$ cat src/rtl/core/psnds_pkg.sv
`default_nettype none
package psnds_pkg;
   localparam logic [1:0] OP_LOAD   = 2'd0;
   localparam logic [1:0] OP_QUERY  = 2'd1;
   localparam logic [1:0] OP_FINISH = 2'd2;
   localparam logic [1:0] OP_CLEAR  = 2'd3;

   localparam logic [1:0] ST_OK       = 2'd0;
   localparam logic [1:0] ST_NO_REF   = 2'd1;
   localparam logic [1:0] ST_NO_QUERY = 2'd2;
   localparam logic [1:0] ST_OVERFLOW = 2'd3;

   localparam int DIST_BITS = 21;
   localparam logic [DIST_BITS-1:0] DIST_MAX = {DIST_BITS{1'b1}};

   typedef struct packed {
      logic        start;
      logic [63:0] value;
   } root_req_type;
endpackage
`default_nettype wire

$ cat src/rtl/core/psnds_isqrt.sv
`default_nettype none
// Iterative square root, one result bit per cycle.
module psnds_isqrt (
   input  wire logic                    clock,
   input  wire logic                    reset,
   input  wire psnds_pkg::root_req_type ctrl,
   output logic                         busy,
   output logic [31:0]                  root
);
   logic [63:0] rem_ff, rem_in;
   logic [31:0] res_ff, res_in;
   logic [32:0] part_ff, part_in;
   logic [5:0]  step_ff, step_in;
   logic        busy_ff, busy_in;
   logic [34:0] trial;
   logic [34:0] cand;

   // The radicand is shifted out two bits at a time from the top.
   always_comb begin
      rem_in = rem_ff;
      res_in = res_ff;
      part_in = part_ff;
      step_in = step_ff;
      busy_in = busy_ff;
      trial = {1'b0, res_ff, 2'b01};
      cand = {part_ff, rem_ff[63:62]};
      if (ctrl.start) begin
         rem_in = ctrl.value;
         res_in = '0;
         part_in = '0;
         step_in = 6'd32;
         busy_in = 1'b1;
      end else if (busy_ff) begin
         rem_in = {rem_ff[61:0], 2'b00};
         if (cand >= trial) begin
            part_in = 33'(cand - trial);
            res_in = {res_ff[30:0], 1'b1};
         end else begin
            part_in = cand[32:0];
            res_in = {res_ff[30:0], 1'b0};
         end
         step_in = step_ff - 6'd1;
         if (step_ff == 6'd1) busy_in = 1'b0;
      end
   end

   always_ff @(posedge clock) begin
      if (reset) begin
         busy_ff <= 1'b0;
         step_ff <= '0;
      end else begin
         busy_ff <= busy_in;
         step_ff <= step_in;
      end
      rem_ff <= rem_in;
      res_ff <= res_in;
      part_ff <= part_in;
   end

   assign busy = busy_ff;
   assign root = res_ff;
endmodule
`default_nettype wire

$ cat config.mk
export PLATFORM = sky130hd
export DESIGN_NAME = psnds_isqrt
export DESIGN_NICKNAME = d
export VERILOG_FILES = /design/src/rtl/core/psnds_pkg.sv /design/src/rtl/core/psnds_isqrt.sv
export SDC_FILE = /design/constraint.sdc
export NUM_CORES = 1
export LEC_CHECK = 0
export BUFFER_PORTS_ARGS = -buffer_cell sky130_fd_sc_hd__buf_2
export CAP_MARGIN = 25
export CORE_MARGIN = 8
export CORE_UTILIZATION = 50
export DETAILED_ROUTE_END_ITERATION = 8
export PLACE_DENSITY = 0.74
export SETUP_SLACK_MARGIN = 0.5
export SYNTH_ARGS = -nofsm -noshare
export SYNTH_HDL_FRONTEND = slang
export SYNTH_SLANG_ARGS = --single-unit
$ cat constraint.sdc
create_clock -name clock -period 3.9 [get_ports clock]
set_input_delay 0.78 -clock clock [delete_from_list [all_inputs] [get_ports clock]]
set_output_delay 0.78 -clock clock [all_outputs]
set_load 0.02 [all_outputs]
==> metrics.txt <==
GRT Total Usage 0.178; VDD IR max 576 uV; mux contribution to synthesized area 0.139; CTS Hold Bufs 0; DR WL met3 777 um; Routed WL 17,000 um; Worst-path clk slew 0.06 ns; combinational family with the most area after synthesis compound AO/OA/AOI/OAI gates; pre-CTS setup slack 0.508 ns; hold path startpoint part_ff[31]; clk root buf clkbuf_16; core box area 15,000 um^2; hold depth 2; share of layout cells above drive strength 1 0.245; die width 139 um; Min-Delay Endpoint part_ff[31]; # DRC 0; Seq. cell area 3370 um^2; Avg Cell Area, Syn 9.81 um^2; Filler Cells Inserted 1,357; Compound-Gate Fraction of Synth Area 0.143; met1 WL 7740 um; CP arrival 3.47 ns; Setup TNS Final 0 ns; YS warnings 0; Post-Syn Nets 871; fraction of the mapped netlist area in simple logic gates 0.132; Yosys cell types 58; Routability Congestion 0.860; FF-to-FF Start root[7]; First-pass DRT Iterations 5; CP max FO 22; routed len/inst 16.1 um; number of global-route vias before repair 5,764; P&R area growth vs syn 15.9%; Worst Tran Pin Value 0.818 ns; via-per-instance ratio 5.53; starting density of the core 0.503; Post-Synth Adder-Cell Area 0.0598; area of the multi-input gates 3840 um^2; kind of critical path reg2reg; TritonCTS clock tree built; die area 19,300 um^2; ANT nets after route 0; reg-to-reg critical path endpoint part_ff[21]; initial antenna violation count 0; upper clock frequency limit 319 MHz; number of CTS-inserted buffers 17; crit path time final 3.13 ns; Post-synth EDFFs 64; clock latency on the worst-skew pair 0.43 ns; Mapped Area 7540 um^2; required time worst endpoint 4.23 ns; Reg2Reg Depth 11; status finished clean; CP Capture Type flop; Critical Path Source Type flop; Antenna diodes 0; # IOs 100; leakage 3.63 nW; xor/xnor share of the synthesized area 0.0360; RSZ-0062 raised after global routing false; Met2 Wirelength 8080 um; Synth Register Bits 136; fin nets 958; Vias 5,837; setup violators final 0; Final WS setup 0.766 ns; Critical Path Start root[7]; Remaining Overflow, GRT 0; fraction of the cycle the final worst path needs 0.804; hold slack 0.487 ns; post-CTS sizing 0; CTS sink count 136; initial DRC count 406; Slew Viols, Final 0; final core utilization 0.583; Max Cap Viol 0; Slew headroom 0.455; r2r setup slk 0.77 ns; post-route clock skew 0.0159 ns; Power Density 757 nW/um^2; Die Ht 139 um; Synth Instances 768; Tot Pwr 0.00661 W; top sig layer met4; Async SR Flop Fraction 0; H-tree Lvls 4; largest net degree at the start of global routing 115; Detailed Place HPWL 11,900 um; PortBufs 99; register area share after synthesis 0.446; # rows 45; first-pass GRT wire length 28,300 um; deepest clock path buffer count 2; Fin. Hold Viols 0; Main synth FF type dfxtp_1; worst hold path type reg2reg
==> worst max-delay path, cell delays in order, from the launching register on <==
cell and delay [ns]:
dfxtp_1 0.36, inv_1 0.06, ha_1 0.37, nand2_1 0.09, or3_1 0.38, a21oi_2 0.18, o21a_2 0.21, a31oi_2 0.15
o21ai_4 0.29, inv_2 0.24, or3_1 0.46, a311oi_2 0.25
==> repair_timing <==
action	CTS	global route
gates cloned	0	0
setup buffers	0	3
setup endpoints to repair	1	3
pin swaps	1	1
==> Yosys cell counts, types with 5 or more instances <==
cell type,count,share of area
nand4_1,5,0.0042
a31oi_1,5,0.0042
xnor2_1,17,0.020
mux2_2,62,0.093
xor2_1,14,0.016
o21a_1,7,0.0070
nor2_1,87,0.043
a211oi_1,7,0.0070
clkbuf_1,26,0.013
dfxtp_1,72,0.19
nor3_1,16,0.011
ha_1,36,0.060
edfxtp_1,64,0.25
inv_1,47,0.023
o21ai_0,17,0.011
mux2i_1,35,0.046
a21o_1,13,0.013
nand2b_1,6,0.0050
a21oi_1,46,0.031
a311oi_1,19,0.022
buf_2,5,0.0033
or3_1,5,0.0042
buf_1,8,0.0040
nand2_1,74,0.037
o211ai_1,5,0.0050
nand3_1,9,0.0060
==> cell usage in the layout, fill, tap and decap left out, drive strengths merged, types with 2 or more instances in the layout <==
cell type | netlist | layout
buf | 13 | 107
nor2 | 87 | 87
nand2 | 74 | 74
dfxtp | 72 | 72
edfxtp | 64 | 64
mux2 | 62 | 62
inv | 48 | 55
a21oi | 47 | 47
ha | 36 | 36
mux2i | 35 | 35
a311oi | 20 | 20
o21ai | 18 | 18
xnor2 | 17 | 17
clkbuf | 26 | 17
nor3 | 16 | 16
xor2 | 14 | 14
a21o | 13 | 13
nand3 | 9 | 9
o21a | 8 | 8
a211oi | 7 | 7
clkinv | 0 | 7
nand2b | 6 | 6
a31oi | 6 | 6
nand4 | 5 | 5
or3 | 5 | 5
o211ai | 5 | 5
and2 | 4 | 4
o21bai | 4 | 4
o31ai | 4 | 4
nor2b | 4 | 4
nor4 | 4 | 4
and3 | 4 | 4
nand3b | 3 | 3
o221ai | 3 | 3
a31o | 3 | 3
a211o | 3 | 3
o211a | 2 | 2
nor3b | 2 | 2
o22ai | 2 | 2
==> cells by family after synthesis <==
logic type               Yosys count
buffers and inverters             87
adder cells (fa/ha/maj)           36
XOR/XNOR                          31
flip-flops                       136
AND/OR/NAND/NOR                  226
AO/OA/AOI/OAI                    155
multiplexers                      97
==> layout make-up <==
| class | count | area share |
|---|---|---|
| clock buffer | 17 | 0.0487 |
| clock inverter | 15 | 0.0133 |
| inverter | 48 | 0.0206 |
| multi-input combinational | 545 | 0.440 |
| sequential | 136 | 0.385 |
| tap | 188 | 0.0269 |
| timing repair buffer | 107 | 0.0653 |
==> metrics by stage <==
stage               cell area [um^2]  instances
global placement                8170       1021
global route                    8740       1056
detailed placement              8170       1021
CTS                             8710       1053
floorplan                       7540        768
finish                          8740       1056
==> how the worst max path moves through the flow <==
stage                             end  slack, ns  cells after the start
after detailed placement  part_ff[21]       0.51                     11
final                     part_ff[21]       0.77                     11
after global placement    part_ff[21]       0.67                     11
after floorplan           part_ff[21]       1.11                     13
after global routing      part_ff[21]       0.56                     11
after CTS                 part_ff[21]       0.52                     11
==> sequential cells by signal, indices dropped and copies added (netlist names) <==
| signal | cells |
|---|---|
| rem_ff | 64 |
| part_ff | 33 |
| root | 32 |
| step_ff | 6 |
| busy | 1 |
==> where the power goes <==
part / internal, W / switching, W
registers: 0.00170 / 0.000133
logic: 0.00134 / 0.00197
clock network: 0.000824 / 0.000649
==> metal layers <==
metal | global-route usage | vias up
met5 | 0 | -
met4 | 0.0687 | 0
met3 | 0.0465 | 29
met2 | 0.295 | 140
met1 | 0.217 | 2730
li1 | - | 2938
Power figures use the tool's default switching activity.
