--- src/rtl/core/psnds_divider.sv ---
`default_nettype none
// Restoring divider, one quotient bit per cycle.
module psnds_divider (
   input  wire logic        clock,
   input  wire logic        reset,
   input  wire logic        start,
   input  wire logic [57:0] dividend,
   input  wire logic [15:0] divisor,
   output logic             busy,
   output logic [57:0]      quotient
);
   logic [57:0] q_ff, q_in;
   logic [16:0] r_ff, r_in;
   logic [15:0] d_ff;
   logic [5:0]  n_ff, n_in;
   logic        busy_ff, busy_in;
   logic [16:0] sh;

   always_comb begin
      q_in = q_ff;
      r_in = r_ff;
      n_in = n_ff;
      busy_in = busy_ff;
      sh = '0;
      if (start) begin
         q_in = dividend;
         r_in = '0;
         n_in = 6'd58;
         busy_in = 1'b1;
      end else if (busy_ff) begin
         sh = {r_ff[15:0], q_ff[57]};
         if (sh >= {1'b0, d_ff}) begin
            r_in = sh - {1'b0, d_ff};
            q_in = {q_ff[56:0], 1'b1};
         end else begin
            r_in = sh;
            q_in = {q_ff[56:0], 1'b0};
         end
         n_in = n_ff - 6'd1;
         if (n_ff == 6'd1) busy_in = 1'b0;
      end
   end

   always_ff @(posedge clock) begin
      if (reset) begin
         busy_ff <= 1'b0;
         n_ff <= '0;
      end else begin
         busy_ff <= busy_in;
         n_ff <= n_in;
      end
      q_ff <= q_in;
      r_ff <= r_in;
      if (start) d_ff <= divisor;
   end

   assign busy = busy_ff;
   assign quotient = q_ff;
endmodule
`default_nettype wire

--- config.mk ---
export PLATFORM = sky130hd
export DESIGN_NAME = psnds_divider
export DESIGN_NICKNAME = d
export VERILOG_FILES = /design/src/rtl/core/psnds_divider.sv
export SDC_FILE = /design/constraint.sdc
export NUM_CORES = 1
export LEC_CHECK = 0
export ABC_AREA = 1
export ABC_CLOCK_PERIOD_IN_PS = 4700
export CELL_PAD_IN_SITES_DETAIL_PLACEMENT = 0
export CELL_PAD_IN_SITES_GLOBAL_PLACEMENT = 1
export CORE_ASPECT_RATIO = 0.9
export CORE_MARGIN = 4
export CORE_UTILIZATION = 50
export CTS_CLUSTER_SIZE = 20
export DETAILED_ROUTE_END_ITERATION = 7
export DONT_BUFFER_PORTS = 1
export PLACE_DENSITY_LB_ADDON = 0.2
export SLEW_MARGIN = 20
export SYNTH_ARGS = -nofsm -noshare
export SYNTH_HDL_FRONTEND = slang
export SYNTH_SLANG_ARGS = --single-unit
--- constraint.sdc ---
create_clock -name clock -period 4.7 [get_ports clock]
set_clock_uncertainty 0.1 [all_clocks]
set_input_delay 0.235 -clock clock [delete_from_list [all_inputs] [get_ports clock]]
set_output_delay 0.235 -clock clock [all_outputs]
set_load 0.1 [all_outputs]
==> out/results.txt, run 1 <==
status = finished, final reports clean
Hold Startpoint = dividend[27]
f_max = 0.4113 GHz
Synth Area per Inst = 8.121 um2
total grt overflow = 0
Slew HR = 0.2880
H-Tree Depth = 3
Min Clock Period, post-route = 2.431 ns
total power = 2.451 mW
reg2reg end = r_ff[14]$_SDFFE_PP0P_
core area = 0.009827 mm2
adder-cell share of the synthesized area = 0.04793
critical path peak fanout = 4
first-pass GRT wire length = 22270 um
Worst-Skew Late Latency = 0.34 ns
startpoint types = flop
Crit path required time = 4.84 ns
cell area after synthesis = 0.005116 mm2
I/O pin cnt = 136
post-synthesis sequential area ratio = 0.5243
period utilization = 0.5173
Slew Limit Fails = 0
cell-by-cell trace of the critical path = buf_4 > inv_1 > ha_1 > fa_1 > nor2_1 > nor2_1 > o21ai_1 > nand2_1 > nand3_1 > nand3_2 > nand2_1 > nand2_1
Place WS = 2.297 ns
via count of the first global-routing pass = 4367
setup TNS = 0 ns
PwrDens = 388.3 mW/mm2
HPWL after DPL = 8366 um
RSZ-0062 raised after global routing = false
Layout Nets = 801
ant diodes = 0
flop2flop setup slack = 2.27 ns
initial antenna violation count = 0
Worst Hold Endpoint = quotient[27]$_DFFE_PP_
VDD IR-drop max = 0.3152 mV
Worst-Margin Slew = 1.065 ns
CTS tree = built
Area contributors post-synth = edfxtp_1, nand2_1, dfxtp_1, inv_1, ha_1
Combinational Power Share = 0.107
r2r worst-path depth = 12
fraction of the mapped netlist area in simple logic gates = 0.3099
Initial Util = 0.5206
final WL = 13430 um
Final Wtd Congestion = 0.9222
DRC Markers = 0
Internal Power = 1.550 mW
cell mode on critical path = nand2_1
Mapped Nets = 726
hold_ws = 0.01508 ns
clock root buffer = clkbuf_16
prevailing post-synth register cell = edfxtp_1
DRT Pass-1 Iters = 5
Yosys warning count = 0
Post-CTS Setup Inserts = 0
synth-to-layout area growth = 23.36%
post-synthesis cell type count = 32
Crit. End Element = flop
most common cell after layout, fill and taps aside = nand2_1
buffers plus inverters on the worst setup path = 2
largest net degree at the start of global routing = 63
# setup viols final = 0
die width = 114.6 um
P_sw = 900.5 uW
Total Routing Usage GR = 0.2341
final worst slack = 2.269 ns
clock buffer depth = 2
Leak = 3.066 nW
Synth Area in Compound Gates = 0.02984
Fin. Hold Viols = 0
post-synth top area cell = edfxtp_1
Hold Path Stages = 2
CP delay by family, top = adder cells
peak per-stage delay on the critical path = 0.43 ns
clock slew at reported path FFs = 0.07 ns
final antenna-violating net count = 0
CP Class = reg -> reg
top cell type's share of synthesized area = 0.4343
maxcap violations = 0
commonest cells after routing, fill and taps aside = nand2_1, dlygate4sd3_1, inv_1
Die Ht = 104.0 um
clock share of power = 0.309
Seq pwr share = 0.584
DRT iter0 DRCs = 272
ys async rst share = 0
Worst Hold Class = in -> reg
Num CTS Buffers = 9
main combinational cell family by area after synthesis = simple AND/OR/NAND/NOR gates
Synth Area in XOR/XNOR = 0.01370
R2R Path Start = quotient[57]$_DFFE_PP_
switching power share of the total = 0.3674
CP arrival = 2.57 ns
WL/cell = 16.06 um
FF+latch count, synth = 97
Vias/cell = 5.206
Syn Inst Count = 630
via count = 4352
post-CTS resize count = 0
post-synthesis mux area share = 0
# rows = 34
PortBufs = 0
Post-synth EDFFs = 74
die area = 0.01192 mm2
share of layout cells above drive strength 1 = 0.05070
slowest CP cell = fa_1
clk sink count = 97
==> kinds of logic after synthesis <==
group           count (synthesis)
compound gates                 26
xor+xnor                        8
fa+ha+maj                      19
buf+inv                        96
flops                          97
simple gates                  384
==> metal layers <==
metal,up-vias,wire [um],global-route usage
met4,0,195,0.06192
li1,2146,-,-
met2,146,6649,0.3782
met1,2037,5662,0.3060
met3,23,921,0.06981
met5,-,0,0
==> cell type report <==
type,instances,area (um2)
fill,799,3516
multi-input combinational,437,2053
sequential,97,2683
timing repair buffer,82,818.3
inverter,78,292.8
tap,126,157.7
clock buffer,11,242.7
clock inverter,5,63.81
==> state kept, by name (all words and copies together) (netlist names) <==
register,flops
r_ff,16
n_ff,6
busy,1
d_ff,16
quotient,58
==> Yosys cell counts, types with 3 or more instances <==
library cell and n:
nand2_1 296, inv_1 75, edfxtp_1 74, nand3_1 39
dfxtp_1 23, nor2_1 22, ha_1 18, clkbuf_1 14
a21oi_1 9, o21ai_0 8, nand3b_1 7, nor3_1 6
nand4_1 5, xnor2_1 5, inv_2 3, nand3_2 3
xor2_1 3
==> worst reg2reg max path: cells and delay by family, from the launching register on <==
family | cells | cell delay, ns
fa+ha+maj | 2 | 0.67
compound gates | 1 | 0.20
flops | 1 | 0.34
buf+inv | 2 | 0.41
simple gates | 7 | 0.62
==> repair_timing <==
action                     CTS  global route
hold endpoints to repair    93             1
setup endpoints to repair    0             0
hold buffers                76             1
==> power groups by stage <==
stage | Sequential (mW) | Combinational (mW) | Clock [mW]
6_report | 1.43 | 0.263 | 0.758
5_1_grt | 1.44 | 0.294 | 0.809
4_1_cts | 1.43 | 0.257 | 0.775
3_5_place_dp | 1.45 | 0.192 | 0
3_3_place_gp | 1.45 | 0.187 | 0
2_1_floorplan | 1.44 | 0.144 | 0
==> how the worst max path moves through the flow <==
stage	from	endpoint	slack, ns	cells after the start
after floorplan	quotient[57]$_DFFE_PP_	r_ff[14]$_SDFFE_PP0P_	2.08	11
after global placement	quotient[57]$_DFFE_PP_	r_ff[10]$_SDFFE_PP0P_	2.36	12
after detailed placement	quotient[57]$_DFFE_PP_	r_ff[7]$_SDFFE_PP0P_	2.30	12
after CTS	quotient[57]$_DFFE_PP_	r_ff[7]$_SDFFE_PP0P_	2.28	12
after global routing	quotient[57]$_DFFE_PP_	r_ff[14]$_SDFFE_PP0P_	2.09	12
final	quotient[57]$_DFFE_PP_	r_ff[14]$_SDFFE_PP0P_	2.27	12
==> stage by stage <==
stage | area, um2 | std cells | util
after floorplan | 5116 | 630 | -
after global placement | 5224 | 743 | 0.5316
after detailed placement | 5224 | 743 | 0.5316
after CTS | 6301 | 835 | 0.6412
after global routing | 6311 | 836 | 0.6422
final | 6311 | 836 | 0.6422
(Power assumes the default switching activity.)
==> run 2, diff against run 1 <==
ABC_CLOCK_PERIOD_IN_PS = 2300   (was 4700)
CORE_UTILIZATION = 46   (was 50)
clock period = 2.3 ns   (was 4.7 ns; I/O delays follow)
==> run 2 against run 1 <==
Compared with the run above:
- core utilization is 1.5 points lower
- total power is 100% higher
- die area is 8.0% higher
- final cell count is 10% higher
- non-clock buffer count is 61 higher
- clock power is 86% higher
- sequential cell count stayed put
- first-iteration DRC count stayed put
- clock-buffer cell count stayed put
- wire length is 0.72% higher
- sequential power is 47% higher
- largest power group unchanged
- highest routed layer unchanged
==> out/results.txt, run 2 (synthesis gave the netlist of run 1 again) <==
Worst-Margin Slew = 0.8146 ns
Fin. Hold Viols = 0
Worst Hold Class = in -> reg
via count of the first global-routing pass = 4647
period utilization = 0.8958
status = finished, final reports clean
die width = 119.2 um
initial antenna violation count = 0
ant diodes = 0
I/O pin cnt = 136
largest net degree at the start of global routing = 76
Place WS = 0.1977 ns
Vias/cell = 4.829
clock slew at reported path FFs = 0.07 ns
CP delay by family, top = simple AND/OR/NAND/NOR gates
H-Tree Depth = 3
Critical Path End = r_ff[1]$_SDFFE_PP0P_
R2R Path Start = d_ff[8]$_DFFE_PP_
Seq pwr share = 0.419
final worst slack = 0.2397 ns
final antenna-violating net count = 0
RSZ-0062 raised after global routing = false
# setup viols final = 0
P_sw = 1.867 mW
Leak = 3.346 nW
# rows = 36
Worst-Skew Late Latency = 0.35 ns
die area = 0.01288 mm2
CTS tree = built
Crit. End Element = flop
switching power share of the total = 0.3718
startpoint types = flop
clock share of power = 0.281
Combinational Power Share = 0.300
DRT Pass-1 Iters = 5
total grt overflow = 0
Slew HR = 0.4569
CP arrival = 2.16 ns
Largest register FFs = 58
clock root buffer = clkbuf_16
wire length on met3 = 963 um
slowest CP cell = edfxtp_1
post-route met1 wirelength = 5748 um
Final Wtd Congestion = 0.8933
DRC Markers = 0
core area = 0.01086 mm2
VDD IR-drop max = 0.5727 mV
peak per-stage delay on the critical path = 0.39 ns
critical path peak fanout = 17
PwrDens = 737.4 mW/mm2
r2r worst-path depth = 13
synth-to-layout area growth = 33.09%
share of layout cells above drive strength 1 = 0.1336
PortBufs = 0
via count = 4457
CP Class = reg -> reg
WL/cell = 14.65 um
Post-CTS Setup Inserts = 0
Num CTS Buffers = 9
cell-by-cell trace of the critical path = inv_1 > ha_2 > nand2_1 > inv_1 > nand2_1 > nand2_1 > inv_1 > nand3_2 > nand2_4 > buf_6 > nand3_1 > nand3_1 > o21ai_0
Finished Cell Area = 0.006809 mm2
Total Routing Usage GR = 0.2164
reg2reg end = r_ff[1]$_SDFFE_PP0P_
Min Clock Period, post-route = 2.060 ns
buffers plus inverters on the worst setup path = 4
worst setup path start = d_ff[8]$_DFFE_PP_
Layout Nets = 862
Top Layer Used = met4
Die Ht = 108.1 um
first-pass GRT wire length = 22200 um
final WL = 13530 um
commonest cells after routing, fill and taps aside = nand2_1, dlygate4sd3_1, inv_1, edfxtp_1, buf_4
Routed met2 length = 6562 um
Crit path depth = 13
Internal Power = 3.154 mW
most common cell after layout, fill and taps aside = nand2_1
Crit path required time = 2.40 ns
maxcap violations = 0
f_max = 0.4854 GHz
clock buffer depth = 2
Placed Area = 0.005741 mm2
Initial Util = 0.4713
hold_ws = 0.04888 ns
HPWL after DPL = 9009 um
DRT iter0 DRCs = 272
Slew Limit Fails = 0
clk sink count = 97
flop2flop setup slack = 0.24 ns
-- run 2: changes by cell type in the layout (fill, tap and decap cells not counted), moves of 2 or more --
cell,delta
ha_1,-2
nor2_2,+2
nor2_1,-2
buf_4,+60
-- run 2: cell type report --
class | count | area, um2
clock inverter | 5 | 41.29
multi-input combinational | 437 | 2079
inverter | 78 | 295.3
sequential | 97 | 2683
tap | 152 | 190.2
fill | 886 | 4046
clock buffer | 11 | 232.7
timing repair buffer | 143 | 1287
-- run 2: power groups by stage --
stage          Sequential [mW]  Combinational (mW)  Clock (mW)
2_1_floorplan             2.95               0.303           0
3_3_place_gp              2.14                1.36           0
3_5_place_dp              2.14                1.36           0
4_1_cts                   2.10                1.50        1.46
5_1_grt                   2.12                1.58        1.52
6_report                  2.10                1.50        1.41
-- run 2: how the worst min path moves through the flow --
stage	startpoint	endpoint	slack, ns	cells after the start
6_report	start	r_ff[13]$_SDFFE_PP0P_	0.05	4
5_1_grt	start	r_ff[11]$_SDFFE_PP0P_	0.06	4
2_1_floorplan	reset	n_ff[5]$_SDFFE_PP0P_	0.08	1
4_1_cts	start	r_ff[13]$_SDFFE_PP0P_	0.03	4
3_5_place_dp	reset	n_ff[5]$_SDFFE_PP0P_	0.09	1
3_3_place_gp	reset	n_ff[4]$_SDFFE_PP0P_	0.09	1
-- run 2: timing repair --
action,4_1_cts,5_1_grt
endpoints found under the setup margin,0,9
resized for setup,0,2
endpoints found under the hold margin,97,0
hold buffers,77,0
-- run 2: tightest hold or removal path, delay by kind of cell --
family	cells	cell delay (ns)
buffers and inverters	1	0.18
AND/OR/NAND/NOR	3	0.15
-- run 2: stage by stage --
| stage | power (mW) | TNS (ns) | utilization | instances |
|---|---|---|---|---|
| floorplan | 3.249 | -0.5497 | - | 630 |
| CTS | 5.056 | 0 | 0.6267 | 923 |
| finish | 5.021 | 0 | 0.6272 | 923 |
| global route | 5.222 | 0 | 0.6272 | 923 |
| global placement | 3.495 | 0 | 0.5288 | 830 |
| detailed placement | 3.503 | 0 | 0.5288 | 830 |
-- run 2: metal layers --
layer	vias up	GRT usage
met2	123	0.3610
met3	17	0.06851
li1	2267	-
met5	-	0
met4	0	0.07444
met1	2050	0.2673
